[src/crc16_command_frame_engine_top_defines.svh]
// assertion macros for the crc16 command frame engine
`ifndef CRC16_COMMAND_FRAME_ENGINE_TOP_DEFINES_SVH
`define CRC16_COMMAND_FRAME_ENGINE_TOP_DEFINES_SVH

`ifndef SYNTHESIS
`define CRC16FE_ASSERT_IMP(label, clk, rst, ante, cons) \
   label: assert property (@(posedge clk) disable iff (rst) (ante) |-> (cons)) \
      else $error("crc16fe check failed");
`define CRC16FE_ASSERT_NXT(label, clk, rst, ante, cons) \
   label: assert property (@(posedge clk) disable iff (rst) (ante) |=> (cons)) \
      else $error("crc16fe check failed");
`else
`define CRC16FE_ASSERT_IMP(label, clk, rst, ante, cons)
`define CRC16FE_ASSERT_NXT(label, clk, rst, ante, cons)
`endif

`endif

[src/crc16fe_pkg.sv]
// shared types, constants and crc function for the crc16 command frame engine
`default_nettype none
package crc16fe_pkg;

   localparam int DATA_W      = 8;
   localparam int CRC_W       = 16;
   localparam int STATUS_W    = 3;
   localparam int CSR_INDEX_W = 2;
   localparam int CSR_DATA_W  = 8;
   localparam int QDEPTH      = 4;
   localparam int QPTR_W      = $clog2(QDEPTH);
   localparam int QCNT_W      = QPTR_W + 1;

   localparam logic [CRC_W-1:0]  CRC_POLY      = 16'h8005;
   localparam logic [DATA_W-1:0] MAX_FRAME_RST = 8'd35;
   localparam logic [DATA_W-1:0] MIN_COUNT     = 8'd3;

   localparam logic [CSR_INDEX_W-1:0] REG_DIRECTION = CSR_INDEX_W'(0);
   localparam logic [CSR_INDEX_W-1:0] REG_MAX_FRAME = CSR_INDEX_W'(1);

   localparam logic DIR_TX = 1'b0;
   localparam logic DIR_RX = 1'b1;

   localparam logic [STATUS_W-1:0] ST_BUSY      = 3'd0;
   localparam logic [STATUS_W-1:0] ST_OK        = 3'd1;
   localparam logic [STATUS_W-1:0] ST_CRC_BAD   = 3'd2;
   localparam logic [STATUS_W-1:0] ST_OVERFLOW  = 3'd3;
   localparam logic [STATUS_W-1:0] ST_COUNT_LOW = 3'd4;

   localparam logic [1:0] BEAT_ECHO   = 2'd0;
   localparam logic [1:0] BEAT_CRC_LO = 2'd1;
   localparam logic [1:0] BEAT_CRC_HI = 2'd2;

   typedef struct packed {
      logic [DATA_W-1:0] data_byte;
      logic              end_of_payload;
   } req_type;

   typedef struct packed {
      logic [DATA_W-1:0]   out_byte;
      logic                run_last;
      logic [STATUS_W-1:0] frame_status;
   } rsp_type;

   typedef struct packed {
      logic [DATA_W-1:0]   data_byte;
      logic                append_crc;
      logic [CRC_W-1:0]    crc;
      logic [STATUS_W-1:0] status;
   } frame_op_type;

   typedef struct packed {
      logic         valid;
      frame_op_type op;
   } op_beat_type;

   function automatic logic [CRC_W-1:0] crc16_feed(input logic [CRC_W-1:0] crc,
                                                   input logic [DATA_W-1:0] b);
      logic [CRC_W-1:0] c;
      c = crc;
      for (int i = 0; i < DATA_W; i++) begin
         if (b[i] != c[CRC_W-1]) begin
            c = {c[CRC_W-2:0], 1'b0} ^ CRC_POLY;
         end else begin
            c = {c[CRC_W-2:0], 1'b0};
         end
      end
      return c;
   endfunction

endpackage
`default_nettype wire

[src/crc16_command_frame_engine_top.sv]
// top level of the crc16 command frame engine
//
//   port group  dir  handshake              beat contents
//   req_*       in   req_valid/req_ready    data_byte, end_of_payload
//   rsp_*       out  rsp_valid/rsp_ready    out_byte, run_last, frame_status
//   csr_*       in   csr_we                 register index, write data
//
// one input beat per cycle is taken while the operation queue has room
// each accepted beat gives one result beat, three in transmit on end of payload
// the result port moves one beat per cycle unless rsp_ready stalls it
// four-entry queue lets the front keep taking beats while the back drains crc bytes
// synchronous reset; no clearing pass, the block is ready the cycle after reset
`default_nettype none
module crc16_command_frame_engine_top (
   input  wire logic                                  clock,
   input  wire logic                                  reset,
   input  wire logic                                  csr_we,
   input  wire logic [crc16fe_pkg::CSR_INDEX_W-1:0]   csr_index,
   input  wire logic [crc16fe_pkg::CSR_DATA_W-1:0]    csr_wdata,
   input  wire logic                                  req_valid,
   output logic                                       req_ready,
   input  wire crc16fe_pkg::req_type                  req_data,
   output logic                                       rsp_valid,
   input  wire logic                                  rsp_ready,
   output crc16fe_pkg::rsp_type                       rsp_data
);
   import crc16fe_pkg::*;

   op_beat_type  push;
   logic         q_full;
   logic         pop;
   logic         head_valid;
   frame_op_type head;

   crc16fe_front u_front (
      .clock     (clock),
      .reset     (reset),
      .csr_we    (csr_we),
      .csr_index (csr_index),
      .csr_wdata (csr_wdata),
      .req_valid (req_valid),
      .req_ready (req_ready),
      .req_data  (req_data),
      .q_full    (q_full),
      .push      (push)
   );

   crc16fe_queue u_queue (
      .clock      (clock),
      .reset      (reset),
      .push       (push),
      .full       (q_full),
      .pop        (pop),
      .head_valid (head_valid),
      .head       (head)
   );

   crc16fe_back u_back (
      .clock      (clock),
      .reset      (reset),
      .head_valid (head_valid),
      .head       (head),
      .pop        (pop),
      .rsp_valid  (rsp_valid),
      .rsp_ready  (rsp_ready),
      .rsp_data   (rsp_data)
   );

endmodule
`default_nettype wire

[src/crc16fe_front.sv]
// front end: config registers, crc update and frame classification per beat
`default_nettype none
`include "crc16_command_frame_engine_top_defines.svh"
module crc16fe_front (
   input  wire logic                                  clock,
   input  wire logic                                  reset,
   input  wire logic                                  csr_we,
   input  wire logic [crc16fe_pkg::CSR_INDEX_W-1:0]   csr_index,
   input  wire logic [crc16fe_pkg::CSR_DATA_W-1:0]    csr_wdata,
   input  wire logic                                  req_valid,
   output logic                                       req_ready,
   input  wire crc16fe_pkg::req_type                  req_data,
   input  wire logic                                  q_full,
   output crc16fe_pkg::op_beat_type                   push
);
   import crc16fe_pkg::*;

   logic              dir_ff, dir_in;
   logic [DATA_W-1:0] max_ff, max_in;
   logic [CRC_W-1:0]  crc_ff, crc_in;
   logic [DATA_W-1:0] pos_ff, pos_in;
   logic [DATA_W-1:0] cnt_ff, cnt_in;
   logic              mis_ff, mis_in;

   logic                accept;
   logic [CRC_W-1:0]    crc_next;
   logic [DATA_W:0]     pos_plus2;
   logic [STATUS_W-1:0] status;
   logic                mismatch;

   assign req_ready = !q_full;
   assign accept    = req_valid && req_ready;
   assign crc_next  = crc16_feed(crc_ff, req_data.data_byte);
   assign pos_plus2 = {1'b0, pos_ff} + (DATA_W+1)'(2);

   always_comb begin
      dir_in   = dir_ff;
      max_in   = max_ff;
      crc_in   = crc_ff;
      pos_in   = pos_ff;
      cnt_in   = cnt_ff;
      mis_in   = mis_ff;
      status   = ST_BUSY;
      mismatch = mis_ff;

      push.valid         = accept;
      push.op.data_byte  = req_data.data_byte;
      push.op.append_crc = 1'b0;
      push.op.crc        = crc_next;
      push.op.status     = ST_BUSY;

      if (accept) begin
         if (dir_ff == DIR_TX) begin
            push.op.append_crc = req_data.end_of_payload;
            crc_in = req_data.end_of_payload ? '0 : crc_next;
         end else begin
            if (pos_ff == '0) begin
               if (req_data.data_byte < MIN_COUNT) begin
                  status = ST_COUNT_LOW;
               end else begin
                  cnt_in = req_data.data_byte;
                  crc_in = crc_next;
                  pos_in = DATA_W'(1);
               end
            end else if (pos_ff >= max_ff) begin
               status = ST_OVERFLOW;
            end else if (pos_plus2 < {1'b0, cnt_ff}) begin
               crc_in = crc_next;
               pos_in = pos_ff + 1'b1;
            end else if (pos_plus2 == {1'b0, cnt_ff}) begin
               if (req_data.data_byte != crc_ff[7:0]) begin
                  mis_in = 1'b1;
               end
               pos_in = pos_ff + 1'b1;
            end else begin
               mismatch = mis_ff || (req_data.data_byte != crc_ff[15:8]);
               status   = mismatch ? ST_CRC_BAD : ST_OK;
            end
            if (status != ST_BUSY) begin
               crc_in = '0;
               pos_in = '0;
               cnt_in = '0;
               mis_in = 1'b0;
            end
            push.op.status = status;
         end
      end

      if (csr_we) begin
         case (csr_index)
            REG_DIRECTION: begin
               dir_in = csr_wdata[0];
               crc_in = '0;
               pos_in = '0;
               cnt_in = '0;
               mis_in = 1'b0;
            end
            REG_MAX_FRAME: begin
               max_in = csr_wdata;
            end
            default: begin
            end
         endcase
      end
   end

   always_ff @(posedge clock) begin
      if (reset) begin
         dir_ff <= DIR_TX;
         max_ff <= MAX_FRAME_RST;
         crc_ff <= '0;
         pos_ff <= '0;
         cnt_ff <= '0;
         mis_ff <= 1'b0;
      end else begin
         dir_ff <= dir_in;
         max_ff <= max_in;
         crc_ff <= crc_in;
         pos_ff <= pos_in;
         cnt_ff <= cnt_in;
         mis_ff <= mis_in;
      end
   end

   `CRC16FE_ASSERT_NXT(a_frame_end_clears, clock, reset, accept && dir_ff == DIR_RX && status != ST_BUSY && !csr_we, pos_ff == '0 && crc_ff == '0 && !mis_ff)
   `CRC16FE_ASSERT_IMP(a_tx_no_position, clock, reset, dir_ff == DIR_TX, pos_ff == '0 && cnt_ff == '0)

endmodule
`default_nettype wire

[src/crc16fe_queue.sv]
// short fifo of classified operations between front and back
`default_nettype none
`include "crc16_command_frame_engine_top_defines.svh"
module crc16fe_queue (
   input  wire logic                          clock,
   input  wire logic                          reset,
   input  wire crc16fe_pkg::op_beat_type      push,
   output logic                               full,
   input  wire logic                          pop,
   output logic                               head_valid,
   output crc16fe_pkg::frame_op_type          head
);
   import crc16fe_pkg::*;

   frame_op_type      slots_ff [QDEPTH];
   logic [QPTR_W-1:0] wr_ff, wr_in;
   logic [QPTR_W-1:0] rd_ff, rd_in;
   logic [QCNT_W-1:0] count_ff, count_in;
   logic              do_push;
   logic              do_pop;

   assign full       = (count_ff == QCNT_W'(QDEPTH));
   assign head_valid = (count_ff != '0);
   assign head       = slots_ff[rd_ff];
   assign do_push    = push.valid && !full;
   assign do_pop     = pop && head_valid;

   always_comb begin
      wr_in    = wr_ff;
      rd_in    = rd_ff;
      count_in = count_ff;
      if (do_push) begin
         wr_in = (wr_ff == QPTR_W'(QDEPTH - 1)) ? '0 : wr_ff + 1'b1;
      end
      if (do_pop) begin
         rd_in = (rd_ff == QPTR_W'(QDEPTH - 1)) ? '0 : rd_ff + 1'b1;
      end
      case ({do_push, do_pop})
         2'b10:   count_in = count_ff + 1'b1;
         2'b01:   count_in = count_ff - 1'b1;
         default: count_in = count_ff;
      endcase
   end

   always_ff @(posedge clock) begin
      if (reset) begin
         wr_ff    <= '0;
         rd_ff    <= '0;
         count_ff <= '0;
      end else begin
         wr_ff    <= wr_in;
         rd_ff    <= rd_in;
         count_ff <= count_in;
      end
   end

   always_ff @(posedge clock) begin
      if (do_push) begin
         slots_ff[wr_ff] <= push.op;
      end
   end

   `CRC16FE_ASSERT_IMP(a_no_overrun, clock, reset, push.valid, !full)
   `CRC16FE_ASSERT_IMP(a_no_underrun, clock, reset, pop, head_valid)

endmodule
`default_nettype wire

[src/crc16fe_back.sv]
// back end: expands each operation into result beats behind an output register
`default_nettype none
`include "crc16_command_frame_engine_top_defines.svh"
module crc16fe_back (
   input  wire logic                          clock,
   input  wire logic                          reset,
   input  wire logic                          head_valid,
   input  wire crc16fe_pkg::frame_op_type     head,
   output logic                               pop,
   output logic                               rsp_valid,
   input  wire logic                          rsp_ready,
   output crc16fe_pkg::rsp_type               rsp_data
);
   import crc16fe_pkg::*;

   logic [1:0] beat_ff, beat_in;
   logic       valid_ff, valid_in;
   rsp_type    out_ff, out_in;
   logic       load;
   rsp_type    sel;

   assign load = head_valid && (!valid_ff || rsp_ready);

   always_comb begin
      sel.frame_status = head.status;
      sel.out_byte     = head.data_byte;
      sel.run_last     = 1'b1;
      if (head.append_crc) begin
         case (beat_ff)
            BEAT_ECHO: begin
               sel.out_byte = head.data_byte;
               sel.run_last = 1'b0;
            end
            BEAT_CRC_LO: begin
               sel.out_byte = head.crc[7:0];
               sel.run_last = 1'b0;
            end
            BEAT_CRC_HI: begin
               sel.out_byte = head.crc[15:8];
               sel.run_last = 1'b1;
            end
            default: begin
               sel.out_byte = head.data_byte;
               sel.run_last = 1'b1;
            end
         endcase
      end

      pop      = load && sel.run_last;
      beat_in  = beat_ff;
      if (pop) begin
         beat_in = BEAT_ECHO;
      end else if (load) begin
         beat_in = beat_ff + 1'b1;
      end
      valid_in = load || (valid_ff && !rsp_ready);
      out_in   = load ? sel : out_ff;
   end

   always_ff @(posedge clock) begin
      if (reset) begin
         beat_ff  <= BEAT_ECHO;
         valid_ff <= 1'b0;
      end else begin
         beat_ff  <= beat_in;
         valid_ff <= valid_in;
      end
   end

   always_ff @(posedge clock) begin
      out_ff <= out_in;
   end

   assign rsp_valid = valid_ff;
   assign rsp_data  = out_ff;

   `CRC16FE_ASSERT_IMP(a_mid_op_held, clock, reset, beat_ff != BEAT_ECHO, head_valid && head.append_crc)

endmodule
`default_nettype wire

[config.mk]
export PLATFORM = sky130hd
export DESIGN_NAME = crc16_command_frame_engine_top
export DESIGN_NICKNAME = d
export VERILOG_FILES = /design/src/crc16fe_pkg.sv /design/src/crc16_command_frame_engine_top.sv /design/src/crc16fe_front.sv /design/src/crc16fe_queue.sv /design/src/crc16fe_back.sv
export VERILOG_INCLUDE_DIRS = /design/src /design/src/src
export SDC_FILE = /design/constraint.sdc
export NUM_CORES = 1
export LEC_CHECK = 0
export ABC_CLOCK_PERIOD_IN_PS = 5050
export BUFFER_PORTS_ARGS = -buffer_cell sky130_fd_sc_hd__buf_2
export CORE_ASPECT_RATIO = 1.5
export CORE_UTILIZATION = 60
export DETAILED_ROUTE_END_ITERATION = 8
export HOLD_SLACK_MARGIN = 0.06
export PLACE_DENSITY = 0.86
export SYNTH_ARGS = -nofsm -noshare
export SYNTH_HDL_FRONTEND = slang
export SYNTH_HIERARCHICAL = 1
export SYNTH_SLANG_ARGS = --single-unit
export TNS_END_PERCENT = 100
[constraint.sdc]
create_clock -name clock -period 5.05 [get_ports clock]
set_input_delay 1.01 -clock clock [delete_from_list [all_inputs] [get_ports clock]]
set_output_delay 1.01 -clock clock [all_outputs]
set_load 0.005 [all_outputs]
==> impl_results.rst <==
.. list-table::
   :header-rows: 1

   * - Metric
     - Value
   * - Run status
     - finished with violations
   * - Violated checks
     - DRC
   * - Top routing layer in use
     - met4
   * - Fin Setup TNS
     - 0 ns
   * - Area of combinational cells with multiple inputs
     - about 3000 um^2
   * - Netlist area before placement
     - 8320 um^2
   * - Cell with the most instances after synthesis
     - sky130_fd_sc_hd__edfxtp_1
   * - Global-route total usage across every layer
     - approximately a quarter
   * - Clock insertion delay at the later pin of the skew report
     - 0.42 ns
   * - Global-route wire length before repair
     - 27700 um
   * - M1 WL
     - about 6600 um
   * - Final Slew Violations
     - 0
   * - Starting Density
     - 61.5%
   * - Clock transition at the registers of the reported paths
     - 0.07 ns
   * - Sinks on Clock Net
     - 178
   * - Count of vias placed by the detailed router
     - 5258
   * - Number of buffers on the longest clock path
     - 2
   * - H-tree level count
     - 4
   * - Wire length on met3
     - 828 um
   * - Number of antenna-violating nets in the routed design
     - 0
   * - Worst hold path class
     - reg2reg
   * - Largest net degree at the start of global routing
     - 29
   * - Floorplan die area
     - 14300 um^2
   * - Worst setup SP type
     - flop
   * - Drt via density
     - 6.38
   * - Largest family of logic cells by synthesized area
     - compound AO/OA/AOI/OAI gates
   * - Diodes inserted
     - 0
   * - Initial detailed-routing violation count
     - 425
   * - Minimum clock period
     - 3.61 ns
   * - Post-CTS Hold Buffers
     - 0
   * - Post-Synthesis Mean Instance Area
     - around 13 um^2
   * - Count of buffers added by post-CTS timing repair for setup
     - 0
   * - Core Area
     - 13500 um^2
   * - Most used flip-flop cell after synthesis
     - sky130_fd_sc_hd__edfxtp_1
   * - Worst relative slew slack
     - 22.4%
   * - Drt first pass iters
     - 9
   * - Max cap viols
     - 0
   * - Metal2 WL
     - 9320 um
   * - Global route total overflow
     - 0
   * - Cts bufs inserted
     - 17
   * - RSZ-0062 raised after global routing
     - false
   * - Synth Area in XOR/XNOR
     - 6.24%
   * - Worst hold-check slack
     - 0.478 ns
   * - Number of gates resized after CTS
     - 0
   * - Fraction of post-synthesis cell area in the top cell type by area
     - 44.8%
   * - Port Buffer Count
     - 37
   * - Post-synth EDFFs
     - ~120
   * - Synth Area in Compound Gates
     - 9.54%
   * - Sort of element at the end of the critical path
     - flop
   * - Post-layout net count
     - 703
   * - Number of nets produced by synthesis
     - ~700
   * - Count of unresolved DRC violations after routing
     - 4
   * - Startpoint-to-endpoint class of the critical path
     - reg2reg
   * - Slack of the worst reg-to-reg path
     - 1.44 ns
   * - Power per Cell Area
     - 456 nW/um^2
   * - Mux share of post-synthesis cell area
     - 8.55%
   * - Distinct cells, synth
     - 64
   * - Top post-synthesis cells by count
     - sky130_fd_sc_hd__edfxtp_1 (124), sky130_fd_sc_hd__dfxtp_1 (54), sky130_fd_sc_hd__inv_1 (46)
   * - Area contributors post-synth
     - sky130_fd_sc_hd__edfxtp_1 (45%), sky130_fd_sc_hd__dfxtp_1 (13%), sky130_fd_sc_hd__mux4_2 (7.6%), sky130_fd_sc_hd__ha_1 (4.4%), sky130_fd_sc_hd__xnor2_1 (2.1%)
   * - Synth warnings
     - 6
   * - Detailed Place HPWL
     - 11700 um
   * - Io pins
     - 38
   * - Final count of hold timing violations
     - 0
   * - Simple-gate share of the synthesized area
     - 8.23%
   * - Cell count after synthesis
     - 630
   * - Final clock skew
     - 0.00854 ns
   * - Layout area overhead
     - 9.01%
   * - Via count of the first global-routing pass
     - 5417
   * - Share of layout cells above drive strength 1
     - between 10% and 20%
   * - Die width
     - around 98 um
   * - Global placement routability congestion
     - 0.961
   * - Slew @ Worst Pin
     - 1.16 ns
   * - Highest clock rate
     - 277 MHz
   * - Antenna violations before repair
     - 0
   * - Post-synthesis async set-or-reset flop share
     - 0%
   * - Clock Tree Root
     - sky130_fd_sc_hd__clkbuf_16
   * - Height of the die
     - 146 um
   * - Number of setup violations in the final report
     - 0
   * - Sequential area share after synthesis
     - between 50 and 60%
   * - Fill cell total of the finished layout
     - around 960
   * - Largest voltage drop on the vdd net
     - 0.252 mV
   * - Clock tree from TritonCTS
     - done
   * - Average wire per cell in the routed design
     - ~21 um
   * - Footprint of the flip-flops and latches
     - 4810 um^2
   * - #FFs+latches synth
     - 178
   * - Library cell with the largest summed area after synthesis
     - sky130_fd_sc_hd__edfxtp_1
   * - Fraction of the mapped netlist area in adder cells
     - between 4 and 5%
   * - Total length of routed wires
     - 17300 um
   * - Crit path max fanout
     - 10
   * - Fin crit share
     - 71.5%
   * - Number of core rows
     - 52
   * - Static leakage
     - 3.23 nW
   * - Critical path data arrival time
     - between 3 and 4 ns
   * - Required time at the worst-slack endpoint
     - 5.40 ns
-- metrics by stage --
stage	total power [mW]	setup slack (ns)	instance area [um^2]	std cells	util [%]
global route	4.28	1.28	9070	824	67.0
detailed placement	2.84	1.61	8470	792	62.6
floorplan	2.60	1.82	8320	630	-
finish	4.13	1.44	9070	824	67.0
global placement	2.78	1.72	8470	792	62.6
CTS	4.14	1.56	9070	824	67.0
-- kinds of logic (layout without fill, tap and decap cells) --
logic type               count (synthesis)  count (layout)
AO/OA/AOI/OAI                          118             118
AND/OR/NAND/NOR                        134             134
XOR/XNOR                                49              49
adder cells (fa/ha/maj)                 30              30
buffers and inverters                   85             117
multiplexers                            36              36
flip-flops                             178             178
-- flip-flops by register name, indices dropped and copies added, names as in the netlist, named ones only --
| register | flops |
|---|---|
| u_back/rsp_valid | 1 |
| u_queue/slots_ff | 112 |
| u_queue/rd_ff | 2 |
| u_front/cnt_ff | 8 |
| u_front/mis_ff | 1 |
| u_front/max_ff | 8 |
| u_queue/count_ff | 3 |
| u_front/pos_ff | 8 |
| u_back/rsp_data | 12 |
| u_front/crc_ff | 16 |
| u_back/beat_ff | 2 |
| u_front/dir_ff | 1 |
| u_queue/wr_ff | 2 |
-- path summary, 6_finish.rpt --
kind,startpoint,to,depth (start not counted)
max,u_front/pos_ff[2]$_SDFF_PP0_,u_front/crc_ff[7]$_SDFF_PP0_,12
min,u_front/max_ff[0]$_SDFFE_PP1P_,u_front/max_ff[0]$_SDFFE_PP1P_,1
min reg2reg,u_front/max_ff[0]$_SDFFE_PP1P_,u_front/max_ff[0]$_SDFFE_PP1P_,1
max reg2reg,u_front/pos_ff[2]$_SDFF_PP0_,u_front/crc_ff[7]$_SDFF_PP0_,12
-- layer usage --
metal / GRT usage [%] / vias to the layer above
li1: - / 2359
met1: 28.6 / 2606
met2: 46.0 / 240
met3: 4.60 / 53
met4: 12.2 / 0
met5: 0 / -
-- report_power, final --
group	internal (mW)	total, mW	switching, mW	leakage, nW
Sequential	1.86	1.95	0.0893	1.59
Clock	0.749	1.31	0.562	0.288
Combinational	0.362	0.870	0.509	1.35
Total	2.97	4.13	1.16	3.23
-- cells in the final DEF (no fill, tap or decap), types with 4 or more instances in the layout --
master                        n
sky130_fd_sc_hd__a21oi_1     27
sky130_fd_sc_hd__a221oi_1     5
sky130_fd_sc_hd__a22oi_1     15
sky130_fd_sc_hd__a32oi_1      5
sky130_fd_sc_hd__and2_1       5
sky130_fd_sc_hd__and3_2       4
sky130_fd_sc_hd__buf_2       37
sky130_fd_sc_hd__clkbuf_16   17
sky130_fd_sc_hd__clkinv_4     4
sky130_fd_sc_hd__dfxtp_1     53
sky130_fd_sc_hd__edfxtp_1   124
sky130_fd_sc_hd__ha_1        29
sky130_fd_sc_hd__inv_1       46
sky130_fd_sc_hd__mux2i_1      8
sky130_fd_sc_hd__mux4_2      28
sky130_fd_sc_hd__nand2_1     21
sky130_fd_sc_hd__nand2b_1     8
sky130_fd_sc_hd__nand3_1     11
sky130_fd_sc_hd__nand4_1      7
sky130_fd_sc_hd__nor2_1      44
sky130_fd_sc_hd__nor3_1       8
sky130_fd_sc_hd__o21ai_0     23
sky130_fd_sc_hd__o22ai_1      7
sky130_fd_sc_hd__o2bb2ai_1    8
sky130_fd_sc_hd__or2_2        4
sky130_fd_sc_hd__xnor2_1     20
sky130_fd_sc_hd__xnor2_2     10
sky130_fd_sc_hd__xor2_1      17
-- layout make-up --
class                           count  share of cell area [%]
Multi-Input combinational cell    367                    34.1
Clock inverter                     14                    1.71
Sequential cell                   178                    53.0
Timing Repair Buffer               39                    2.21
Inverter                           46                    1.90
Tap cell                          162                    2.24
Clock buffer                       18                    4.84
-- worst max-delay path, stage by stage, from the launching register on --
cell and delay, ns:
sky130_fd_sc_hd__dfxtp_1 0.49, sky130_fd_sc_hd__ha_1 0.27, sky130_fd_sc_hd__inv_1 0.06, sky130_fd_sc_hd__or2_2 0.31, sky130_fd_sc_hd__xnor2_1 0.14, sky130_fd_sc_hd__ha_1 0.31
sky130_fd_sc_hd__nand3_1 0.10, sky130_fd_sc_hd__or4_1 0.58, sky130_fd_sc_hd__o21ai_2 0.16, sky130_fd_sc_hd__a41oi_2 0.35, sky130_fd_sc_hd__a221oi_1 0.45, sky130_fd_sc_hd__o22ai_1 0.18
sky130_fd_sc_hd__nor2_1 0.12
Note: power is estimated with default switching activity, not from simulation.
